`src/rtl/core/ssm_pkg.sv`:
```
//------------------------------------------------------------------------------
// ssm_pkg: shared definitions of the substring search matcher
// Widths, register indexes, cell control and result types, and the case fold.
//------------------------------------------------------------------------------
`timescale 1ns / 1ps
`default_nettype none

package ssm_pkg;

	localparam int MAX_PAT    = 16;
	localparam int MAX_TEXT   = 65536;
	localparam int POS_W      = $clog2(MAX_TEXT + 1);
	localparam int OFF_W      = 16;
	localparam int LEN_W      = 5;
	localparam int SEL_W      = $clog2(MAX_PAT);
	localparam int CFG_IDX_W  = 8;
	localparam int CFG_DATA_W = 64;

	localparam logic [CFG_IDX_W-1:0] REG_PAT_LO = CFG_IDX_W'(0);
	localparam logic [CFG_IDX_W-1:0] REG_PAT_HI = CFG_IDX_W'(1);
	localparam logic [CFG_IDX_W-1:0] REG_PAT_LEN = CFG_IDX_W'(2);
	localparam logic [CFG_IDX_W-1:0] REG_FOLD = CFG_IDX_W'(3);

	typedef struct packed {
		logic shift;
		logic clear;
		logic fold;
		logic active;
	} cell_ctrl_t;

	typedef struct packed {
		logic [OFF_W-1:0] match_begin;
		logic [OFF_W-1:0] match_end;
	} result_t;

	function automatic logic [7:0] fold_byte(input logic [7:0] b, input logic fold);
		logic [7:0] r;
		r = b;
		if (fold && b >= 8'h61 && b <= 8'h7a) begin
			r = b - 8'h20;
		end
		return r;
	endfunction

endpackage

`default_nettype wire

```
`src/rtl/core/ssm_if.sv`:
```
//------------------------------------------------------------------------------
// ssm_if: channel interfaces of the substring search matcher
// Text input, match output and configuration write channels.
//------------------------------------------------------------------------------
`timescale 1ns / 1ps
`default_nettype none

interface ssm_text_if;
	logic       valid;
	logic       ready;
	logic [7:0] text_byte;
	logic       end_of_text;

	modport source (output valid, output text_byte, output end_of_text, input ready);
	modport sink (input valid, input text_byte, input end_of_text, output ready);
endinterface

interface ssm_match_if;
	logic                     valid;
	logic                     ready;
	logic [ssm_pkg::OFF_W-1:0] match_begin;
	logic [ssm_pkg::OFF_W-1:0] match_end;

	modport source (output valid, output match_begin, output match_end, input ready);
	modport sink (input valid, input match_begin, input match_end, output ready);
endinterface

interface ssm_cfg_if;
	logic                          valid;
	logic                          ready;
	logic [ssm_pkg::CFG_IDX_W-1:0]  index;
	logic [ssm_pkg::CFG_DATA_W-1:0] data;

	modport source (output valid, output index, output data, input ready);
	modport sink (input valid, input index, input data, output ready);
endinterface

`default_nettype wire

```
`src/rtl/core/ssm_cell.sv`:
```
//------------------------------------------------------------------------------
// ssm_cell: one window cell
// Holds one text byte of the window, hands it to the next cell on each beat
// and compares the incoming byte with its pattern byte.
//------------------------------------------------------------------------------
`timescale 1ns / 1ps
`default_nettype none

module ssm_cell (
	input  wire                      clk,
	input  wire                      arst_n,
	input  wire ssm_pkg::cell_ctrl_t ctrl,
	input  wire  [7:0]               data_in,
	input  wire  [7:0]               pat_byte,
	output logic [7:0]               win_q,
	output logic                     hit
);

	always_ff @(posedge clk or negedge arst_n) begin
		if (!arst_n) begin
			win_q <= 8'h00;
		end else if (ctrl.shift) begin
			win_q <= ctrl.clear ? 8'h00 : data_in;
		end
	end

	assign hit = !ctrl.active ||
		(ssm_pkg::fold_byte(data_in, ctrl.fold) == ssm_pkg::fold_byte(pat_byte, ctrl.fold));

endmodule

`default_nettype wire

```
`src/rtl/core/ssm_outbuf.sv`:
```
//------------------------------------------------------------------------------
// ssm_outbuf: match output register with skid stage
// Decouples the compare from a stalled receiver by one spare entry.
//------------------------------------------------------------------------------
`timescale 1ns / 1ps
`default_nettype none

module ssm_outbuf (
	input  wire                   clk,
	input  wire                   arst_n,
	input  wire                   push,
	input  wire ssm_pkg::result_t res,
	output logic                  room,
	ssm_match_if.source           m
);

	logic             out_valid_q;
	logic             skid_valid_q;
	ssm_pkg::result_t out_q;
	ssm_pkg::result_t skid_q;
	logic             take;

	assign take = out_valid_q && m.ready;
	assign room = !skid_valid_q;

	always_ff @(posedge clk or negedge arst_n) begin
		if (!arst_n) begin
			out_valid_q  <= 1'b0;
			skid_valid_q <= 1'b0;
		end else if (skid_valid_q) begin
			if (take) begin
				skid_valid_q <= 1'b0;
			end
		end else if (out_valid_q && !take) begin
			if (push) begin
				skid_valid_q <= 1'b1;
			end
		end else begin
			out_valid_q <= push;
		end
	end

	always_ff @(posedge clk) begin
		if (skid_valid_q) begin
			if (take) begin
				out_q <= skid_q;
			end
		end else if (out_valid_q && !take) begin
			skid_q <= res;
		end else begin
			out_q <= res;
		end
	end

	assign m.valid       = out_valid_q;
	assign m.match_begin = out_q.match_begin;
	assign m.match_end   = out_q.match_end;

endmodule

`default_nettype wire

```
`src/rtl/core/substring_search_matcher.sv`:
```
//------------------------------------------------------------------------------
// substring_search_matcher: streaming non-overlapping substring search
// The text channel takes one byte per beat, with end_of_text on the last byte
// of a text. Each beat shifts the byte into a row of sixteen window cells;
// every cell compares its incoming byte with the pattern byte that lines up
// with it, and the row reports whether the newest pattern_length bytes equal
// the pattern, with optional ASCII case folding.
// A match leaves on the match channel from an output register, carrying begin
// and end offsets counted from zero within the text. Matches never overlap.
// Offsets saturate at MAX_TEXT, and later matches are dropped. Throughput is
// one byte per cycle while the skid stage is empty, set by the compare across
// the cell row and the offset check. The configuration channel is always
// ready; indexes 0 to 3 select the pattern words, the length and case fold.
// When the receiver stalls, one match waits in the output register and one
// more in a skid stage; the text channel stalls only once both are full.
// Reset clears the window, offsets, configuration and buffered matches.
//------------------------------------------------------------------------------
`timescale 1ns / 1ps
`default_nettype none

module substring_search_matcher (
	input  wire          clk,
	input  wire          arst_n,
	ssm_cfg_if.sink      cfg,
	ssm_text_if.sink     text,
	ssm_match_if.source  match
);

	logic [63:0]                  pat_lo_q;
	logic [63:0]                  pat_hi_q;
	logic [ssm_pkg::LEN_W-1:0]    len_q;
	logic                         fold_q;
	logic [ssm_pkg::POS_W-1:0]    pos_q;
	logic [ssm_pkg::POS_W-1:0]    earliest_q;

	logic                         acc;
	logic                         room;
	logic [127:0]                 pat_all;
	logic [7:0]                   win   [ssm_pkg::MAX_PAT];
	logic [ssm_pkg::MAX_PAT-1:0]  cell_hit;
	logic                         len_ok;
	logic [ssm_pkg::POS_W:0]      pos_inc;
	logic [ssm_pkg::POS_W:0]      begin_pos;
	logic                         in_range;
	logic                         hit;
	ssm_pkg::result_t             res;

	assign cfg.ready = 1'b1;

	always_ff @(posedge clk or negedge arst_n) begin
		if (!arst_n) begin
			pat_lo_q <= '0;
			pat_hi_q <= '0;
			len_q    <= '0;
			fold_q   <= 1'b0;
		end else if (cfg.valid) begin
			case (cfg.index)
				ssm_pkg::REG_PAT_LO: pat_lo_q <= cfg.data;
				ssm_pkg::REG_PAT_HI: pat_hi_q <= cfg.data;
				ssm_pkg::REG_PAT_LEN: len_q <= cfg.data[ssm_pkg::LEN_W-1:0];
				ssm_pkg::REG_FOLD: fold_q <= cfg.data[0];
				default: ;
			endcase
		end
	end

	assign acc        = text.valid && text.ready;
	assign text.ready = room;
	assign pat_all    = {pat_hi_q, pat_lo_q};

	genvar k;
	generate
		for (k = 0; k < ssm_pkg::MAX_PAT; k++) begin : g_cell
			ssm_pkg::cell_ctrl_t        ctrl;
			logic [ssm_pkg::SEL_W-1:0]  sel;
			logic [7:0]                 data_in;

			assign sel         = len_q[ssm_pkg::SEL_W-1:0] - ssm_pkg::SEL_W'(k + 1);
			assign ctrl.shift  = acc;
			assign ctrl.clear  = text.end_of_text;
			assign ctrl.fold   = fold_q;
			assign ctrl.active = len_q > ssm_pkg::LEN_W'(k);

			if (k == 0) begin : g_head
				assign data_in = text.text_byte;
			end else begin : g_body
				assign data_in = win[k-1];
			end

			ssm_cell u_cell (
				.clk      (clk),
				.arst_n   (arst_n),
				.ctrl     (ctrl),
				.data_in  (data_in),
				.pat_byte (pat_all[8*sel +: 8]),
				.win_q    (win[k]),
				.hit      (cell_hit[k])
			);
		end
	endgenerate

	assign len_ok    = (len_q != '0) && (len_q <= ssm_pkg::LEN_W'(ssm_pkg::MAX_PAT));
	assign pos_inc   = {1'b0, pos_q} + (ssm_pkg::POS_W + 1)'(1);
	assign begin_pos = pos_inc - (ssm_pkg::POS_W + 1)'(len_q);
	assign in_range  = (pos_inc >= (ssm_pkg::POS_W + 1)'(len_q)) &&
		(pos_q < ssm_pkg::POS_W'(ssm_pkg::MAX_TEXT)) &&
		(begin_pos >= {1'b0, earliest_q});
	assign hit       = acc && len_ok && in_range && (&cell_hit);

	assign res.match_begin = begin_pos[ssm_pkg::OFF_W-1:0];
	assign res.match_end   = pos_q[ssm_pkg::OFF_W-1:0];

	always_ff @(posedge clk or negedge arst_n) begin
		if (!arst_n) begin
			pos_q      <= '0;
			earliest_q <= '0;
		end else if (acc) begin
			if (text.end_of_text) begin
				pos_q      <= '0;
				earliest_q <= '0;
			end else begin
				if (pos_q < ssm_pkg::POS_W'(ssm_pkg::MAX_TEXT)) begin
					pos_q <= pos_inc[ssm_pkg::POS_W-1:0];
				end
				if (hit) begin
					earliest_q <= pos_inc[ssm_pkg::POS_W-1:0];
				end
			end
		end
	end

	ssm_outbuf u_outbuf (
		.clk    (clk),
		.arst_n (arst_n),
		.push   (hit),
		.res    (res),
		.room   (room),
		.m      (match)
	);

`ifndef SYNTH
	a_stall_has_pending: assert property (@(posedge clk) disable iff (!arst_n)
		!text.ready |-> match.valid)
		else $error("text stalled with no match pending");

	a_end_clears: assert property (@(posedge clk) disable iff (!arst_n)
		(acc && text.end_of_text) |=> (pos_q == '0 && earliest_q == '0))
		else $error("end of text did not clear offsets");

	a_pos_bound: assert property (@(posedge clk) disable iff (!arst_n)
		pos_q <= ssm_pkg::POS_W'(ssm_pkg::MAX_TEXT))
		else $error("byte offset beyond saturation");

	a_hit_moves_earliest: assert property (@(posedge clk) disable iff (!arst_n)
		(hit && !text.end_of_text) |=>
		(earliest_q == $past(pos_q) + ssm_pkg::POS_W'(1)))
		else $error("match did not advance the earliest begin");
`endif

endmodule

`default_nettype wire

```
`src/flat_wrapper.sv`:
```
// flat-port wrapper written by rule: the top's interface ports become plain ports
module substring_search_matcher_flat 
  (clk, arst_n, cfg_valid, cfg_index, cfg_data, cfg_ready, text_valid, text_text_byte, text_end_of_text, text_ready, match_valid, match_match_begin, match_match_end, match_ready);
  ssm_cfg_if cfg_i ();
  ssm_text_if text_i ();
  ssm_match_if match_i ();
  input  wire clk;
  input  wire arst_n;
  input wire logic [$bits(cfg_i.valid)-1:0] cfg_valid;
  input wire logic [$bits(cfg_i.index)-1:0] cfg_index;
  input wire logic [$bits(cfg_i.data)-1:0] cfg_data;
  output wire logic [$bits(cfg_i.ready)-1:0] cfg_ready;
  input wire logic [$bits(text_i.valid)-1:0] text_valid;
  input wire logic [$bits(text_i.text_byte)-1:0] text_text_byte;
  input wire logic [$bits(text_i.end_of_text)-1:0] text_end_of_text;
  output wire logic [$bits(text_i.ready)-1:0] text_ready;
  output wire logic [$bits(match_i.valid)-1:0] match_valid;
  output wire logic [$bits(match_i.match_begin)-1:0] match_match_begin;
  output wire logic [$bits(match_i.match_end)-1:0] match_match_end;
  input wire logic [$bits(match_i.ready)-1:0] match_ready;
  assign cfg_i.valid = cfg_valid;
  assign cfg_i.index = cfg_index;
  assign cfg_i.data = cfg_data;
  assign cfg_ready = cfg_i.ready;
  assign text_i.valid = text_valid;
  assign text_i.text_byte = text_text_byte;
  assign text_i.end_of_text = text_end_of_text;
  assign text_ready = text_i.ready;
  assign match_valid = match_i.valid;
  assign match_match_begin = match_i.match_begin;
  assign match_match_end = match_i.match_end;
  assign match_i.ready = match_ready;
  substring_search_matcher u_core (.clk(clk), .arst_n(arst_n), .cfg(cfg_i), .text(text_i), .match(match_i));
endmodule
```
`config.mk`:
```
export PLATFORM = sky130hd
export DESIGN_NAME = substring_search_matcher_flat
export DESIGN_NICKNAME = d
export VERILOG_FILES = /design/src/rtl/core/ssm_pkg.sv /design/src/rtl/core/ssm_if.sv /design/src/rtl/core/ssm_cell.sv /design/src/rtl/core/ssm_outbuf.sv /design/src/rtl/core/substring_search_matcher.sv /design/src/flat_wrapper.sv
export SDC_FILE = /design/constraint.sdc
export NUM_CORES = 1
export LEC_CHECK = 0
export BUFFER_PORTS_ARGS = -buffer_cell sky130_fd_sc_hd__buf_2
export CORE_MARGIN = 2
export CORE_UTILIZATION = 68
export CTS_BUF_LIST = sky130_fd_sc_hd__clkbuf_8 sky130_fd_sc_hd__clkbuf_16
export DETAILED_ROUTE_END_ITERATION = 7
export HOLD_SLACK_MARGIN = 0.03
export PLACE_DENSITY = 0.88
export SYNTH_ARGS = -nofsm -noshare
export SYNTH_HDL_FRONTEND = slang
export SYNTH_SLANG_ARGS = --single-unit
```
`constraint.sdc`:
```
create_clock -name clk -period 14.1 [get_ports clk]
set_input_delay 2.82 -clock clk [delete_from_list [all_inputs] [get_ports clk]]
set_output_delay 2.82 -clock clk [all_outputs]
set_load 0.02 [all_outputs]
```
---- Yosys cells after proc, flatten, opt, wreduce, memory -nomap -nowiden ----
Index checks and enable logic that the tools add are counted.
word-level totals
  register bits ........................... 354
  latch bits .............................. 0
  bits in writable memories ............... 0
  memory bits (read-only) ................. 0
  bits of input ports ..................... 86
  output and inout bits ................... 35
  word-level logic and storage cells ...... 378
  memories ................................ 0
operators by class
  add/subtract/negate cells ............... 49
  multipliers ............................. 0
  divide/modulo/power cells ............... 0
  order comparisons ....................... 84
  equality and inequality tests ........... 21
  shift-type cells ........................ 16
  multiplexer cells ....................... 58
  bitwise gates (word level) .............. 2
  reduce and logical (&&, ||, !) cells .... 121
operator list
  operator               count
  $shiftx 128x8->8       16
  $mux 8                 47
  $ge 8x7->1 const B     32
  $le 8x7->1 const B     32
  $sub 8x6->8 const B    32
  $eq 8x8->1             16
  $mux 32                3
  $logic_and 1x1->1      73
  $mux 17                4
  $gt 5x4->1 const B     8
  $sub 4x4->4 const B    8
  $gt 5x3->1 const B     4
  $add 17x1->18 const B  1
  $ge 18x17->1           1
  $ge 18x5->1            1
  $logic_not 1->1        18
  $reduce_and 2->1       9
  $sub 18x5->18          1
  $lt 17x17->1 const B   1
  $eq 8x2->1 const B     2
  $logic_or 1x1->1       16
  $reduce_and 16->1      1
  $sub 4x3->4 const B    4
  $gt 5x1->1 const B     2
  12 further kinds       19

---- Depth between registers and ports, before layout ----
  word-level depth ........................ 13
  mapped depth ............................ 28
  gate-level depth less buffers ........... 23

---- Modules after synthesis ----
Synthesis repeated with hierarchy kept, for this count alone.
unflattened totals
  cell total of the unflattened synthesis .. 2364
  area, all modules ....................... 27309.9 um^2
by module, submodules not included
  module                    times used  cells an instance  area each (um^2)  sequential area each (um^2)
  substring_search_matcher  1           1054               14198.6           4204.0
  ssm_cell                  16          75                 660.6             200.2
  ssm_outbuf                1           110                2541.2            1971.9

---- Worst setup path after synthesis ----
Ideal clock, no wire load.
  kind .................................... register to register
  start point ............................. register u_core.len_q[1] (netlist name)
  end point ............................... register u_core.u_outbuf.skid_valid_q
  library setup time ...................... 0.114 ns
  arrival ................................. 6.270 ns
  data required time ...................... 13.986 ns
  path slack .............................. 7.716 ns
  cell stages (with the launch flop) ...... 24
  path buffers ............................ 8
  path through ............................ dfrtp_1 -> buf_2 -> buf_4 -> buf_2 -> buf_2 -> buf_2 -> inv_1 -> ha_1 -> buf_4 -> buf_2 -> mux4_2 -> mux4_2 -> inv_1 -> ha_1 -> xor2_1 -> or4_1 -> nor4_1 -> o21a_1 -> nor2_1 -> or4b_1 -> or4_1 -> or2_1 -> buf_6 -> a21oi_1
on the way
  longest elaborated chain between the ends .. 13
  elaborated cells on any way between the ends .. 206
  those cells by class .................... add/sub: 32; order compare: 51; eq/ne: 16; shift: 16; mux: 19; reduce/logical: 72
RTL lines
  item                                 line                             RTL
  start: declaration                   substring_search_matcher.sv:31   logic [ssm_pkg::LEN_W-1:0] len_q;
  start signal: assignment             substring_search_matcher.sv:60   ssm_pkg::REG_PAT_LEN: len_q <= cfg.data[ssm_pkg::LEN_W-1:0];
  $sub 4x4->4 (tied with other cells)  substring_search_matcher.sv:78   assign sel = len_q[ssm_pkg::SEL_W-1:0] - ssm_pkg::SEL_W'(k + 1);
  $shiftx 128x8->8                     substring_search_matcher.sv:95   .pat_byte (pat_all[8*sel +: 8]),
  $ge 8x7->1                           ssm_pkg.sv:39                    if (fold && b >= 8'h61 && b <= 8'h7a) begin
  $logic_and 1x1->1 (2 in a row)       ssm_pkg.sv:39
  $mux 8                               ssm_pkg.sv:39
  $eq 8x8->1                           ssm_cell.sv:28                   (ssm_pkg::fold_byte(data_in, ctrl.fold) == ssm_pkg::fold_byte(pat_byte, ctrl.fold));
  $logic_or 1x1->1                     ssm_cell.sv:27                   assign hit = !ctrl.active ||
  $reduce_and 16->1                    substring_search_matcher.sv:108  assign hit = acc && len_ok && in_range && (&cell_hit);
  $logic_and 1x1->1 (*)                substring_search_matcher.sv:108
  $mux 1 (*)                           ssm_outbuf.sv:35                 if (push) begin
  $mux 1 (*)                           ssm_outbuf.sv:34                 end else if (out_valid_q && !take) begin
  $mux 1 (*)                           ssm_outbuf.sv:30                 end else if (skid_valid_q) begin
  end signal: assignment               ssm_outbuf.sv:29                 skid_valid_q <= 1'b0;
  end signal: assignment               ssm_outbuf.sv:32                 skid_valid_q <= 1'b0;
  end signal: assignment               ssm_outbuf.sv:36                 skid_valid_q <= 1'b1;
  end: declaration                     ssm_outbuf.sv:18                 logic skid_valid_q;
Mark *: on every way between the ends. The rest lies on a longest branch, timed or not.
A chain may end at the register's enable or synchronous reset.

---- Worst setup path in the final report ----
  start point ............................. register u_core.len_q[1] (netlist name)
  end point ............................... register u_core.earliest_q[10] (netlist name)
on the way
  longest elaborated chain between the ends .. 12
  elaborated cells on any way between the ends .. 205
  those cells by class .................... add/sub: 32; order compare: 51; eq/ne: 16; shift: 16; mux: 16; reduce/logical: 74
RTL lines
  item                                    line                             RTL
  $sub 4x4->4 (tied with other cells)     substring_search_matcher.sv:78
  $shiftx 128x8->8                        substring_search_matcher.sv:95
  $ge 8x7->1                              ssm_pkg.sv:39
  $logic_and 1x1->1 (2 in a row)          ssm_pkg.sv:39
  $mux 8                                  ssm_pkg.sv:39
  $eq 8x8->1                              ssm_cell.sv:28
  $logic_or 1x1->1                        ssm_cell.sv:27
  $reduce_and 16->1                       substring_search_matcher.sv:108
  $logic_and 1x1->1 (*)                   substring_search_matcher.sv:108
  $reduce_bool 2->1 (no source line) (*)  --
  $reduce_and 2->1 (no source line) (*)   --
  end signal: assignment                  substring_search_matcher.sv:126  earliest_q <= pos_inc[ssm_pkg::POS_W-1:0];
  end: declaration                        substring_search_matcher.sv:34   logic [ssm_pkg::POS_W-1:0] earliest_q;
Marked as above.

==> impl_metrics.tcl <==
set metrics [dict create \
    status "completed" \
    synth_most_common_cell "nand2_1" \
    setup_viol 0 \
    synth_fp_nets 2609 \
    fin_skew_ns 0.02687 \
    path_cells "inv_1 > ha_4 > mux4_2 > mux2i_1 > mux2i_1 > a21o_1 > a211o_1 > or3_1 > a2111oi_1 > buf_4 > a21boi_0 > a211oi_1 > and4_1 > and2_1 > o221ai_1" \
    synth_compound_area_frac 0.08712 \
    critPathCaptureType "register" \
    ys_seq_area_frac 0.3392 \
    postCtsSetupBuffers 0 \
    initial_utilization 0.6842 \
    io_buffers 119 \
    via_count 22390 \
    critical_path.most_common_cell "mux2i_1" \
    io_pins 121 \
    dr_wl_met2_microns 40410 \
    cts_max_level 2 \
    dp_cells 2972 \
    grt_max_degree 171 \
    slew_headroom 0.2017 \
    cts_resized 0 \
    synth-edff-count 64 \
    place_area_sq_mm 0.02791 \
    critPathKind "reg -> reg" \
    grt_pass1_wl_microns 134400 \
    slowest_stage "ha_4" \
    tns_ns 0 \
    max-vdd-ir-drop_v 0.0001525 \
    drv_slew 0 \
    finalCritPeriodShare 0.4960 \
    gr-total-overflow 0 \
    period_needed_ns 6.993 \
    hold_class "reg -> reg" \
    postSynthCellCount 2455 \
    syn_area_sq_mm 0.02706 \
    synth.avg_cell_area_sq_um 11.02 \
    clock_path_buffers 3 \
    power_density_mw_per_mm2 102.6 \
    drc 0 \
    grt_pass1_vias 22050 \
    cts_tree "yes" \
    grt_antenna_before_repair 4 \
    design_area_sq_mm 0.02919 \
    synth.top_cell.area_share 0.2682 \
    synthSimpleGateAreaFrac 0.1424 \
    coreArea_sq_mm 0.03955 \
    setup_slack_ns 7.107 \
    synth_top_family_by_area "multiplexers" \
    final_antenna_net_count 0 \
    place_ws_ns 7.332 \
    rows 73 \
    gp_congestion 1.097 \
    firstDrtPassIters 6 \
    wirelength_microns 88080 \
    wl_per_cell_microns 28.95 \
    wl_met1_microns 30390 \
    fmax_ghz 0.1430 \
    ys_ff_latch 354 \
    netlist_top_cells_count "nand2_1 (337), dfrtp_1 (290), mux4_2 (239)" \
    cts.sinks 354 \
    drt_iter0_drc 3114 \
    synth_area_leader_cell "dfrtp_1" \
    synth.area.top_cells "dfrtp_1 (27%), mux4_2 (20%), edfxtp_1 (7.1%), mux2_2 (6.4%), nand2_1 (4.7%)" \
    synthFlopType "dfrtp_1" \
    path_max_fanout 64 \
    dieArea_sq_mm 0.04140 \
    path_clk_slew_ns 0.07 \
    path_buf_inv 2 \
    fin_nets 2642 \
    rsz0062_at_grt "no" \
    yosys.cell_types.count 94 \
    root_buffer "clkbuf_16" \
    required_ns 14.50 \
    cts_hold_buf 0 \
    finalNonFillerCells 3042 \
    synthArstFlopShare 0.8192 \
    synthAdderAreaFrac 0.03172 \
    max-cap-violations 0 \
    crit_family "compound AO/OA/AOI/OAI gates" \
    hold_viol 0 \
    cts_made_buffers 39 \
    total_power_mw 2.996 \
    cpPeakStageDelay_ns 0.99 \
    clk_latency_ns 0.58 \
    die_h_microns 203.5 \
    leakage_nw 12.63 \
    yosys_warnings 0 \
    fin_util 0.7381 \
    top_layer "met5" \
    startpoint_type "register" \
    syn2layout_area_growth_pct 7.879 \
    gr-usage-all-layers 0.4326 \
    synth_mux_area_frac 0.2967 \
    worstMarginPinSlew_ns 1.192 \
    route.met3.wl_microns 10410 \
    vias_per_cell 7.359 \
    cp.arrival_ns 7.39 \
    hold_slack_ns 0.4883 \
    post_synth_xor_area_fraction 0.05886 \
    layout-drive-gt1-share 0.2592 \
    hpwl_microns 64440 \
    die_w_microns 203.5 \
]
-- worst min-delay path: cells and delay by family (launching register included) --
| kind | cells | cell delay (ns) |
|---|---|---|
| compound gates | 1 | 0.05 |
| flops | 1 | 0.35 |
| simple gates | 1 | 0.05 |
-- cells by family after synthesis --
group	after synthesis
and+or+nand+nor	766
muxes	484
DFF	354
AOI/OAI and AO/OA	333
buffers and inverters	276
xor gates and xnor gates	173
adders and majority gates	68
other	1
-- routing by layer --
metal  vias up  global-route usage
met2      1670              0.6758
met5         -                   0
met4         4              0.2763
met1     10940              0.5379
met3       439              0.1155
li1       9336                   -
-- registers in the layout (all words and copies together), names as in the netlist --
| register | flops |
|---|---|
| u_core.u_outbuf.skid_q | 32 |
| u_core.g_cell.u_cell.win_q | 120 |
| u_core.u_outbuf.m.match_begin | 16 |
| u_core.fold_q | 1 |
| u_core.pos_q | 17 |
| u_core.u_outbuf.m.match_end | 16 |
| u_core.pat_hi_q | 64 |
| u_core.pat_lo_q | 64 |
| u_core.u_outbuf.m.valid | 1 |
| u_core.earliest_q | 17 |
| u_core.len_q | 5 |
| u_core.u_outbuf.skid_valid_q | 1 |
-- cell usage in the layout, fill, tap and decap left out, types with 17 or more instances in the layout --
| cell type | count |
|---|---|
| a21o_1 | 25 |
| a21oi_1 | 55 |
| buf_2 | 117 |
| buf_4 | 31 |
| clkbuf_16 | 40 |
| dfrtp_1 | 287 |
| edfxtp_1 | 64 |
| ha_1 | 66 |
| inv_1 | 114 |
| mux2_2 | 154 |
| mux2i_1 | 91 |
| mux4_2 | 239 |
| nand2_1 | 336 |
| nand3_1 | 76 |
| nand3b_1 | 86 |
| nand4_1 | 29 |
| nor2_1 | 69 |
| nor3_1 | 32 |
| nor4_1 | 17 |
| o21ai_0 | 52 |
| o31ai_1 | 53 |
| or4_1 | 31 |
| xnor2_1 | 97 |
| xor2_1 | 65 |
-- final timing paths --
check,to,from,slack (ns),cells after the start
worst min-delay path,u_core.g_cell[3].u_cell.win_q[6],u_core.g_cell[3].u_cell.win_q[6],0.49,2
worst max register to register,u_core.earliest_q[10],u_core.len_q[1],7.11,15
worst max-delay path,u_core.earliest_q[10],u_core.len_q[1],7.11,15
worst min register to register,u_core.g_cell[3].u_cell.win_q[6],u_core.g_cell[3].u_cell.win_q[6],0.49,2
min in group asynchronous,u_core.pos_q[11],arst_n,2.28,1
max in group asynchronous,u_core.len_q[0],arst_n,10.32,2
-- area by class of cell --
| cell class | count | area [sq um] |
|---|---|---|
| Tap cell | 525 | 656.9 |
| Inverter | 118 | 442.9 |
| Clock inverter | 25 | 229.0 |
| Multi-Input combinational cell | 1825 | 16770 |
| Sequential cell | 354 | 9188 |
| Timing Repair Buffer | 150 | 853.3 |
| Fill cell | 2538 | 10360 |
| Clock buffer | 43 | 1042 |
| Antenna cell | 2 | 5.005 |
-- power by group --
part,switching [mW],internal [mW],total (mW)
logic,0.470,0.349,0.819
registers,0.0628,1.08,1.14
clock network,0.444,0.591,1.03
Power figures use the tool's default switching activity.
